File: config.mk
export PLATFORM = sky130hd
export DESIGN_NAME = led_byte_to_pulse_symbols
export DESIGN_NICKNAME = d
export VERILOG_FILES = /design/src/hdl/lbps_pkg.sv /design/src/hdl/led_byte_to_pulse_symbols.sv
export SDC_FILE = /design/constraint.sdc
export NUM_CORES = 1
export LEC_CHECK = 0
export BUFFER_PORTS_ARGS = -buffer_cell sky130_fd_sc_hd__buf_2
export CAP_MARGIN = 20
export CORE_AREA = 2 2 160 162
export CTS_BUF_LIST = sky130_fd_sc_hd__clkbuf_4 sky130_fd_sc_hd__clkbuf_8
export CTS_CLUSTER_SIZE = 16
export DETAILED_ROUTE_END_ITERATION = 12
export DIE_AREA = 0 0 162 164
export HOLD_SLACK_MARGIN = 0.12
export PLACE_DENSITY = 0.58
export SLEW_MARGIN = 20
export SYNTH_ARGS = -nofsm -noshare
export SYNTH_HDL_FRONTEND = slang
export SYNTH_SLANG_ARGS = --single-unit
File: constraint.sdc
create_clock -name aclk -period 6.4 [get_ports aclk]
set_clock_uncertainty 0.1 [all_clocks]
set_input_delay 0.96 -clock aclk [delete_from_list [all_inputs] [get_ports aclk]]
set_output_delay 0.96 -clock aclk [all_outputs]
set_load 0.02 [all_outputs]
File: src/hdl/lbps_pkg.sv
package lbps_pkg;

    localparam int BYTE_W = 8;
    localparam int TICK_W = 15;
    localparam int APB_AW = 5;
    localparam int APB_DW = 32;
    localparam int CNT_W  = 4;

    localparam logic [BYTE_W-1:0] BRIGHT_FULL = 8'hff;

    localparam logic [BYTE_W-1:0] RST_BRIGHTNESS = 8'd255;
    localparam logic [TICK_W-1:0] RST_ONE_HIGH   = 15'd32;
    localparam logic [TICK_W-1:0] RST_ONE_LOW    = 15'd18;
    localparam logic [TICK_W-1:0] RST_ZERO_HIGH  = 15'd16;
    localparam logic [TICK_W-1:0] RST_ZERO_LOW   = 15'd34;
    localparam logic [TICK_W-1:0] RST_RESET      = 15'd2000;

    // symbol counter: 0..7 data bits, 8 is the end-of-frame reset symbol
    localparam logic [2:0]       LAST_BIT   = 3'd7;
    localparam logic [CNT_W-1:0] RESET_SLOT = 4'd8;

    typedef enum logic [2:0] {
        REG_BRIGHTNESS = 3'd0,
        REG_ONE_HIGH   = 3'd1,
        REG_ONE_LOW    = 3'd2,
        REG_ZERO_HIGH  = 3'd3,
        REG_ZERO_LOW   = 3'd4,
        REG_RESET      = 3'd5
    } reg_idx_t;

endpackage

File: src/hdl/led_byte_to_pulse_symbols.sv
// Channel  | Handshake          | Payload
// ---------+--------------------+---------------------------------------------------
// input    | s_valid / s_ready  | s_color_byte[7:0], s_frame_last
// result   | m_valid / m_ready  | m_first_duration, m_first_level, m_second_duration,
//          |                    | m_second_level, m_run_last
// config   | APB (psel/penable) | paddr[4:2] selects register, pwdata, prdata
//
// One byte gives 8 result symbols, 9 when s_frame_last is set: the symbol counter
// moves one symbol per cycle into the result register unless m_ready stalls it.
// The next byte is accepted in the cycle its predecessor's final symbol is sent.
// An accepted byte is held in the byte register; its first symbol then passes through the result register to m_valid.
// aresetn is synchronous, active low; it loads the register reset values.
// m_ready low while m_valid is high freezes the result register and the symbol counter.
module led_byte_to_pulse_symbols (
    input  logic                           aclk,
    input  logic                           aresetn,
    input  logic                           psel,
    input  logic                           penable,
    input  logic                           pwrite,
    input  logic [lbps_pkg::APB_AW-1:0]    paddr,
    input  logic [lbps_pkg::APB_DW-1:0]    pwdata,
    output logic [lbps_pkg::APB_DW-1:0]    prdata,
    output logic                           pready,
    input  logic                           s_valid,
    output logic                           s_ready,
    input  logic [lbps_pkg::BYTE_W-1:0]    s_color_byte,
    input  logic                           s_frame_last,
    output logic                           m_valid,
    input  logic                           m_ready,
    output logic [lbps_pkg::TICK_W-1:0]    m_first_duration,
    output logic                           m_first_level,
    output logic [lbps_pkg::TICK_W-1:0]    m_second_duration,
    output logic                           m_second_level,
    output logic                           m_run_last
);
    import lbps_pkg::*;

    logic [BYTE_W-1:0] brightness_reg;
    logic [TICK_W-1:0] one_high_reg, one_low_reg, zero_high_reg, zero_low_reg, reset_reg;

    logic [BYTE_W-1:0] byte_reg, byte_next;
    logic              last_reg;
    logic              hold_valid_reg, hold_valid_next;
    logic [CNT_W-1:0]  cnt_reg, cnt_next;

    logic              m_valid_reg;
    logic [TICK_W-1:0] first_dur_reg, second_dur_reg;
    logic              first_lvl_reg, run_last_reg;

    logic [2*BYTE_W-1:0] product;
    logic              cfg_wr, accept, out_adv, emit, emit_final, is_reset_sym, bit_val;
    logic [2:0]        bit_idx;
    reg_idx_t          cfg_idx;

    assign pready  = 1'b1;
    assign cfg_idx = reg_idx_t'(paddr[4:2]);
    assign cfg_wr  = psel && penable && pwrite && pready;

    always_comb begin
        prdata = '0;
        unique case (cfg_idx)
            REG_BRIGHTNESS: prdata = APB_DW'(brightness_reg);
            REG_ONE_HIGH:   prdata = APB_DW'(one_high_reg);
            REG_ONE_LOW:    prdata = APB_DW'(one_low_reg);
            REG_ZERO_HIGH:  prdata = APB_DW'(zero_high_reg);
            REG_ZERO_LOW:   prdata = APB_DW'(zero_low_reg);
            REG_RESET:      prdata = APB_DW'(reset_reg);
            default:        prdata = '0;
        endcase
    end

    always_ff @(posedge aclk) begin
        if (!aresetn) begin
            brightness_reg <= RST_BRIGHTNESS;
            one_high_reg   <= RST_ONE_HIGH;
            one_low_reg    <= RST_ONE_LOW;
            zero_high_reg  <= RST_ZERO_HIGH;
            zero_low_reg   <= RST_ZERO_LOW;
            reset_reg      <= RST_RESET;
        end else if (cfg_wr) begin
            unique case (cfg_idx)
                REG_BRIGHTNESS: brightness_reg <= pwdata[BYTE_W-1:0];
                REG_ONE_HIGH:   one_high_reg   <= pwdata[TICK_W-1:0];
                REG_ONE_LOW:    one_low_reg    <= pwdata[TICK_W-1:0];
                REG_ZERO_HIGH:  zero_high_reg  <= pwdata[TICK_W-1:0];
                REG_ZERO_LOW:   zero_low_reg   <= pwdata[TICK_W-1:0];
                REG_RESET:      reset_reg      <= pwdata[TICK_W-1:0];
                default: ;
            endcase
        end
    end

    // brightness scale on the way into the byte register
    assign product   = s_color_byte * brightness_reg;
    assign byte_next = (brightness_reg == BRIGHT_FULL) ? s_color_byte
                                                       : product[2*BYTE_W-1:BYTE_W];

    assign out_adv      = !m_valid_reg || m_ready;
    assign emit         = hold_valid_reg && out_adv;
    assign is_reset_sym = cnt_reg[CNT_W-1];
    assign bit_idx      = LAST_BIT - cnt_reg[2:0];
    assign bit_val      = byte_reg[bit_idx];
    assign emit_final   = emit && (is_reset_sym || (cnt_reg[2:0] == LAST_BIT && !last_reg));
    assign s_ready      = !hold_valid_reg || emit_final;
    assign accept       = s_valid && s_ready;

    always_comb begin
        hold_valid_next = hold_valid_reg;
        cnt_next        = cnt_reg;
        if (accept) begin
            hold_valid_next = 1'b1;
            cnt_next        = '0;
        end else if (emit_final) begin
            hold_valid_next = 1'b0;
            cnt_next        = '0;
        end else if (emit) begin
            cnt_next        = cnt_reg + CNT_W'(1);
        end
    end

    always_ff @(posedge aclk) begin
        if (!aresetn) begin
            hold_valid_reg <= 1'b0;
            cnt_reg        <= '0;
            m_valid_reg    <= 1'b0;
        end else begin
            hold_valid_reg <= hold_valid_next;
            cnt_reg        <= cnt_next;
            if (out_adv) begin
                m_valid_reg <= emit;
            end
        end
    end

    always_ff @(posedge aclk) begin
        if (accept) begin
            byte_reg <= byte_next;
            last_reg <= s_frame_last;
        end
        if (emit) begin
            run_last_reg <= emit_final;
            if (is_reset_sym) begin
                first_dur_reg  <= reset_reg;
                first_lvl_reg  <= 1'b0;
                second_dur_reg <= '0;
            end else begin
                first_dur_reg  <= bit_val ? one_high_reg : zero_high_reg;
                first_lvl_reg  <= 1'b1;
                second_dur_reg <= bit_val ? one_low_reg : zero_low_reg;
            end
        end
    end

    assign m_valid           = m_valid_reg;
    assign m_first_duration  = first_dur_reg;
    assign m_first_level     = first_lvl_reg;
    assign m_second_duration = second_dur_reg;
    assign m_second_level    = 1'b0;
    assign m_run_last        = run_last_reg;

    a_cnt_range: assert property (@(posedge aclk) disable iff (!aresetn)
        cnt_reg <= RESET_SLOT)
        else $error("symbol counter beyond reset slot");

    a_busy_blocks_input: assert property (@(posedge aclk) disable iff (!aresetn)
        hold_valid_reg && !emit_final |-> !s_ready)
        else $error("input taken while byte still being sent");

    a_reset_sym_last: assert property (@(posedge aclk) disable iff (!aresetn)
        m_valid && !m_first_level |-> m_run_last && m_second_duration == '0)
        else $error("reset symbol not marked final");

    a_drain: assert property (@(posedge aclk) disable iff (!aresetn)
        emit_final && !accept |=> !hold_valid_reg)
        else $error("byte register not released after final symbol");

endmodule
; ---- Yosys cells after proc, flatten, opt, wreduce, memory -nomap -nowiden
; Cells that the tools add are included.
[word_totals]
regBits = 130
input_bits = 53
output_inout_bits = 68
wordCells = 58
[op_classes]
n_addsub = 2
mul = 1
order_cmp = 1
eq_ne = 7
mux = 10
n_bitwise = 1
n_reduce_logical = 21
[op_table]
columns = op, n
row1 = 15-bit case mux with 6 select lines, 1
row2 = 15-bit 2-to-1 mux, 3
row3 = 8-bit by 8-bit multiplier with 16-bit output, 1
row4 = 2-bit AND reduction, 6
row5 = "3-bit equality test, second input constant", 3
row6 = "8-bit equality test, second input constant", 1
row7 = 8-bit 2-to-1 mux, 1
row8 = "3-bit by 2-bit equality test with 1-bit output, second input constant", 2
row9 = 1-bit logical AND, 6
row10 = "4-bit by 1-bit adder with 4-bit output, second input constant", 1
row11 = "3-bit by 4-bit less-than comparator with 1-bit output, second input constant", 1
row12 = 1-bit 2-to-1 mux, 4
row13 = 1-bit binary-select mux with 3-bit select, 1
row14 = "3-bit by 1-bit equality test with 1-bit output, second input constant", 1
row15 = 1-bit zero test, 3
row16 = 3-bit zero test, 1
row17 = 1-bit logical OR, 3
row18 = 3-bit OR reduction, 1
row19 = "3-bit subtractor, first input constant", 1
row20 = 2-bit nonzero test, 1
row21 = 1-bit NOT, 1

; ---- Longest topological paths before layout
[depth]
depth_word = 7
ltp_mapped = 16
depth_no_buf = 15

; ---- Worst setup path before layout
; No wires, ideal clock.
[synth_path]
path_kind = input port to flip-flop
startpoint = in s_color_byte[1] (netlist name)
endpoint = reg byte_reg[6], data pin
setup_time_ps = 269
arrival_time_ps = 4513
t_required_ps = 6031
path_slack_ps = 1519
cell_stages = 13
n_path_buf = 0
cell_sequence = and2_1 fa_1 fa_1 fa_1 inv_1 fa_1 inv_1 ha_1 nand3_1 o221ai_1 o2111ai_1 a21boi_0 o31ai_1
[synth_between]
elab_chain_len = 2
[synth_lines]
columns = element, line_no
row1 = "start, declared", led_byte_to_pulse_symbols.sv:26  ; input logic [lbps_pkg::BYTE_W-1:0] s_color_byte,
row2 = 8-bit by 8-bit multiplier with 16-bit output, led_byte_to_pulse_symbols.sv:94  ; assign product = s_color_byte * brightness_reg;
row3 = 8-bit 2-to-1 mux, led_byte_to_pulse_symbols.sv:95  ; assign byte_next = (brightness_reg == BRIGHT_FULL) ? s_color_byte
row4 = via byte_next[6], led_byte_to_pulse_symbols.sv:41  ; logic [BYTE_W-1:0] byte_reg, byte_next;
row5 = "end signal, assigned", led_byte_to_pulse_symbols.sv:137  ; byte_reg <= byte_next;
row6 = "end, declared", led_byte_to_pulse_symbols.sv:41
; The timed path passes the listed nets, and every way through them passes these cells.
; A chain may end at the register's enable or synchronous reset.

; ---- Worst setup path after layout
; Ends and elaborated chain as after synthesis.

==> flow_metrics.py <==
metrics = {
    "yosys": {
        "syn_area_um2": 8080,
        "yosys.cell_count.top_type": "nand2_1",
        "synth_flop_cell": "dfxtp_1",
        "ys_warn_count": 0,
        "syn_inst": 868,
        "synth_seq_area_share": 0.373,
        "synth_edf_count": 41,
        "synth_area_leaders": "dfxtp_1, edfxtp_1, fa_1",
        "ys_async_sr_fraction": 0,
        "syn_area_per_cell_um2": 9.31,
        "synthTopCellsByCount": "nand2_1, dfxtp_1, mux2i_1, and2_1, a21boi_0",
        "ys_ff_latch": 130,
        "yosysTopAreaCellShare": 0.221,
        "synth_cell_types": 53,
        "synth_top_area_cell": "dfxtp_1",
    },
    "hold_path": {
        "hp-class": "reg -> reg",
        "min_from": "reset_reg[13]",
    },
    "timing": {
        "min_period_ns": 5.00,
        "drv_slew": 0,
        "max_freq_mhz": 200,
        "post-route-period-util": 0.782,
        "setup_violations": 0,
        "rsz0062_at_grt": "false",
        "hold_violations": 0,
        "worstMarginPinSlew_ns": 1.10,
        "maxSlewHeadroom": 0.268,
        "fin_ws_ns": 1.40,
        "tns_ns": 0,
    },
    "floorplanning": {
        "die_h_um": 164,
        "ios": 121,
        "num_rows": 58,
        "die_width_um": 162,
        "initial_utilization": 0.325,
        "dieArea_um2": 26600,
        "core_area_um2": 24800,
    },
    "setup_path": {
        "crit_start": "s_color_byte[1]",
        "start_kind": "primary input",
        "arrival_ns": 5.17,
        "critPathRequiredTime_ns": 6.57,
        "reg2reg_slack_ns": 1.52,
        "end_kind": "register",
        "worstSetupPathType": "in -> reg",
        "reg2reg_from": "brightness_reg[6]",
        "cp_max_fo": 9,
    },
    "status": {
        "status": "completed",
    },
    "clock_network": {
        "clock_latency_ns": 0.45,
        "htree_levels": 4,
        "cts_tree": "built",
        "clk_pin_slew_ns": 0.09,
        "cts_root_buffer": "clkbuf_8",
        "numCtsBuffers": 17,
        "cts.sinks": 130,
        "ctsHoldBuffers": 0,
        "clock_path_buffers": 2,
        "ctsResizeCount": 0,
        "cts_setup_buffers": 0,
    },
    "grt": {
        "grt_max_degree": 87,
        "grt-ovfl-total": 0,
        "grtUsageTotal": 0.160,
        "grt_pass1_wl_um": 32800,
        "first_global_vias": 5864,
        "antenna_found_initial": 3,
    },
    "route": {
        "ant_nets": 0,
        "drtIter0Drc": 383,
        "avgRoutedWirePerCell_um": 16.5,
        "vias": 6138,
        "drc_errors": 0,
        "wl_um": 20900,
        "viasPerCell": 4.86,
        "firstDrtPassIters": 5,
    },
    "placement": {
        "placed_area_um2": 8660,
        "gp_congestion": 0.763,
        "post-dp-hpwl_um": 13600,
        "dp_slack_ns": 0.907,
        "place.port_buffers": 82,
    },
    "pwr": {
        "p_leak_nw": 3.86,
        "ir_drop_mv": 0.136,
        "p_per_area_nw_per_um2": 263,
        "finalPower_w": 0.00237,
    },
    "cells_and_area": {
        "nets": 1042,
        "syn_to_final_growth_pct": 11.8,
        "multiInputGateArea_um2": 4600,
        "final-seq-area_um2": 3010,
        "fillerInstances": 2569,
        "finish.instance_area_um2": 9030,
        "drive_above_1_share": 0.164,
    },
    "job": {
        "cap_violations": 0,
    },
}
[cell families (layout without fill, tap and decap cells)]
group / after synthesis / after routing / share of synthesized area
AO/OA/AOI/OAI: 136 / 136 / 0.117
flip-flops: 130 / 130 / 0.373
buffers and inverters: 120 / 167 / 0.0677
adder cells (fa/ha/maj): 70 / 70 / 0.141
other: 2 / 21 / 0.000930
AND/OR/NAND/NOR: 325 / 325 / 0.188
multiplexers: 81 / 81 / 0.108
XOR/XNOR: 4 / 4 / 0.00434
[worst max-delay path: stages]
cell	delay, ns
buf_2	0.17
and2_1	0.20
fa_1	0.51
fa_1	0.53
fa_1	0.54
inv_1	0.05
fa_1	0.52
inv_1	0.04
ha_1	0.33
nand3_1	0.12
o221ai_1	0.45
o2111ai_1	0.28
and3b_1	0.23
o31ai_1	0.24
[worst paths after layout]
check,to,cells past startpoint
setup / recovery,byte_reg[6],14
hold / removal,reset_reg[13],2
setup reg to reg,byte_reg[6],13
hold reg to reg,reset_reg[13],2
[metrics by stage]
| step | util | std cells | hold WS, ns |
|---|---|---|---|
| 4_1_cts | 0.364 | 1262 | 0.376 |
| 2_1_floorplan | - | 885 | 0.348 |
| 3_5_place_dp | 0.349 | 1230 | 0.364 |
| 3_3_place_gp | 0.349 | 1230 | 0.358 |
| 5_1_grt | 0.364 | 1262 | 0.403 |
| 6_report | 0.364 | 1264 | 0.375 |
[cells in the final DEF (no fill, tap or decap), types with 17 or more instances in the layout]
master / Yosys / final
nor2_1: 26 / 26
edfxtp_1: 41 / 41
and2_1: 53 / 52
mux2_2: 21 / 21
nand2_1: 174 / 174
inv_1: 46 / 46
nor2b_1: 17 / 17
fa_1: 35 / 35
dfxtp_1: 89 / 88
a22oi_1: 20 / 20
clkbuf_8: 0 / 18
conb_1: 2 / 19
ha_1: 35 / 35
buf_2: 11 / 82
mux2i_1: 57 / 56
nand3_1: 26 / 26
a21boi_0: 52 / 52
[final cells by class]
class                   count  share of cell area
clock buffers              18              0.0274
inverters                  46              0.0191
multi-input cells         635               0.509
well taps                 330              0.0457
repair buffers             89              0.0512
clock inverters            14              0.0130
diodes                      2            0.000554
flip-flops and latches    130               0.334
[power by group]
part	switching, W	leakage (nW)	internal, W
Clock	0.000366	0.192	0.000290
Combinational	0.000486	2.56	0.000342
Sequential	0.0000113	1.11	0.000879
[metal layers]
| metal | track usage | part of all wire |
|---|---|---|
| met4 | 0.0471 | 0.013 |
| met3 | 0.0295 | 0.047 |
| met1 | 0.214 | 0.46 |
| met2 | 0.265 | 0.48 |
| met5 | 0 | 0.00062 |
No activity file was read; power rests on OpenSTA's default activity.
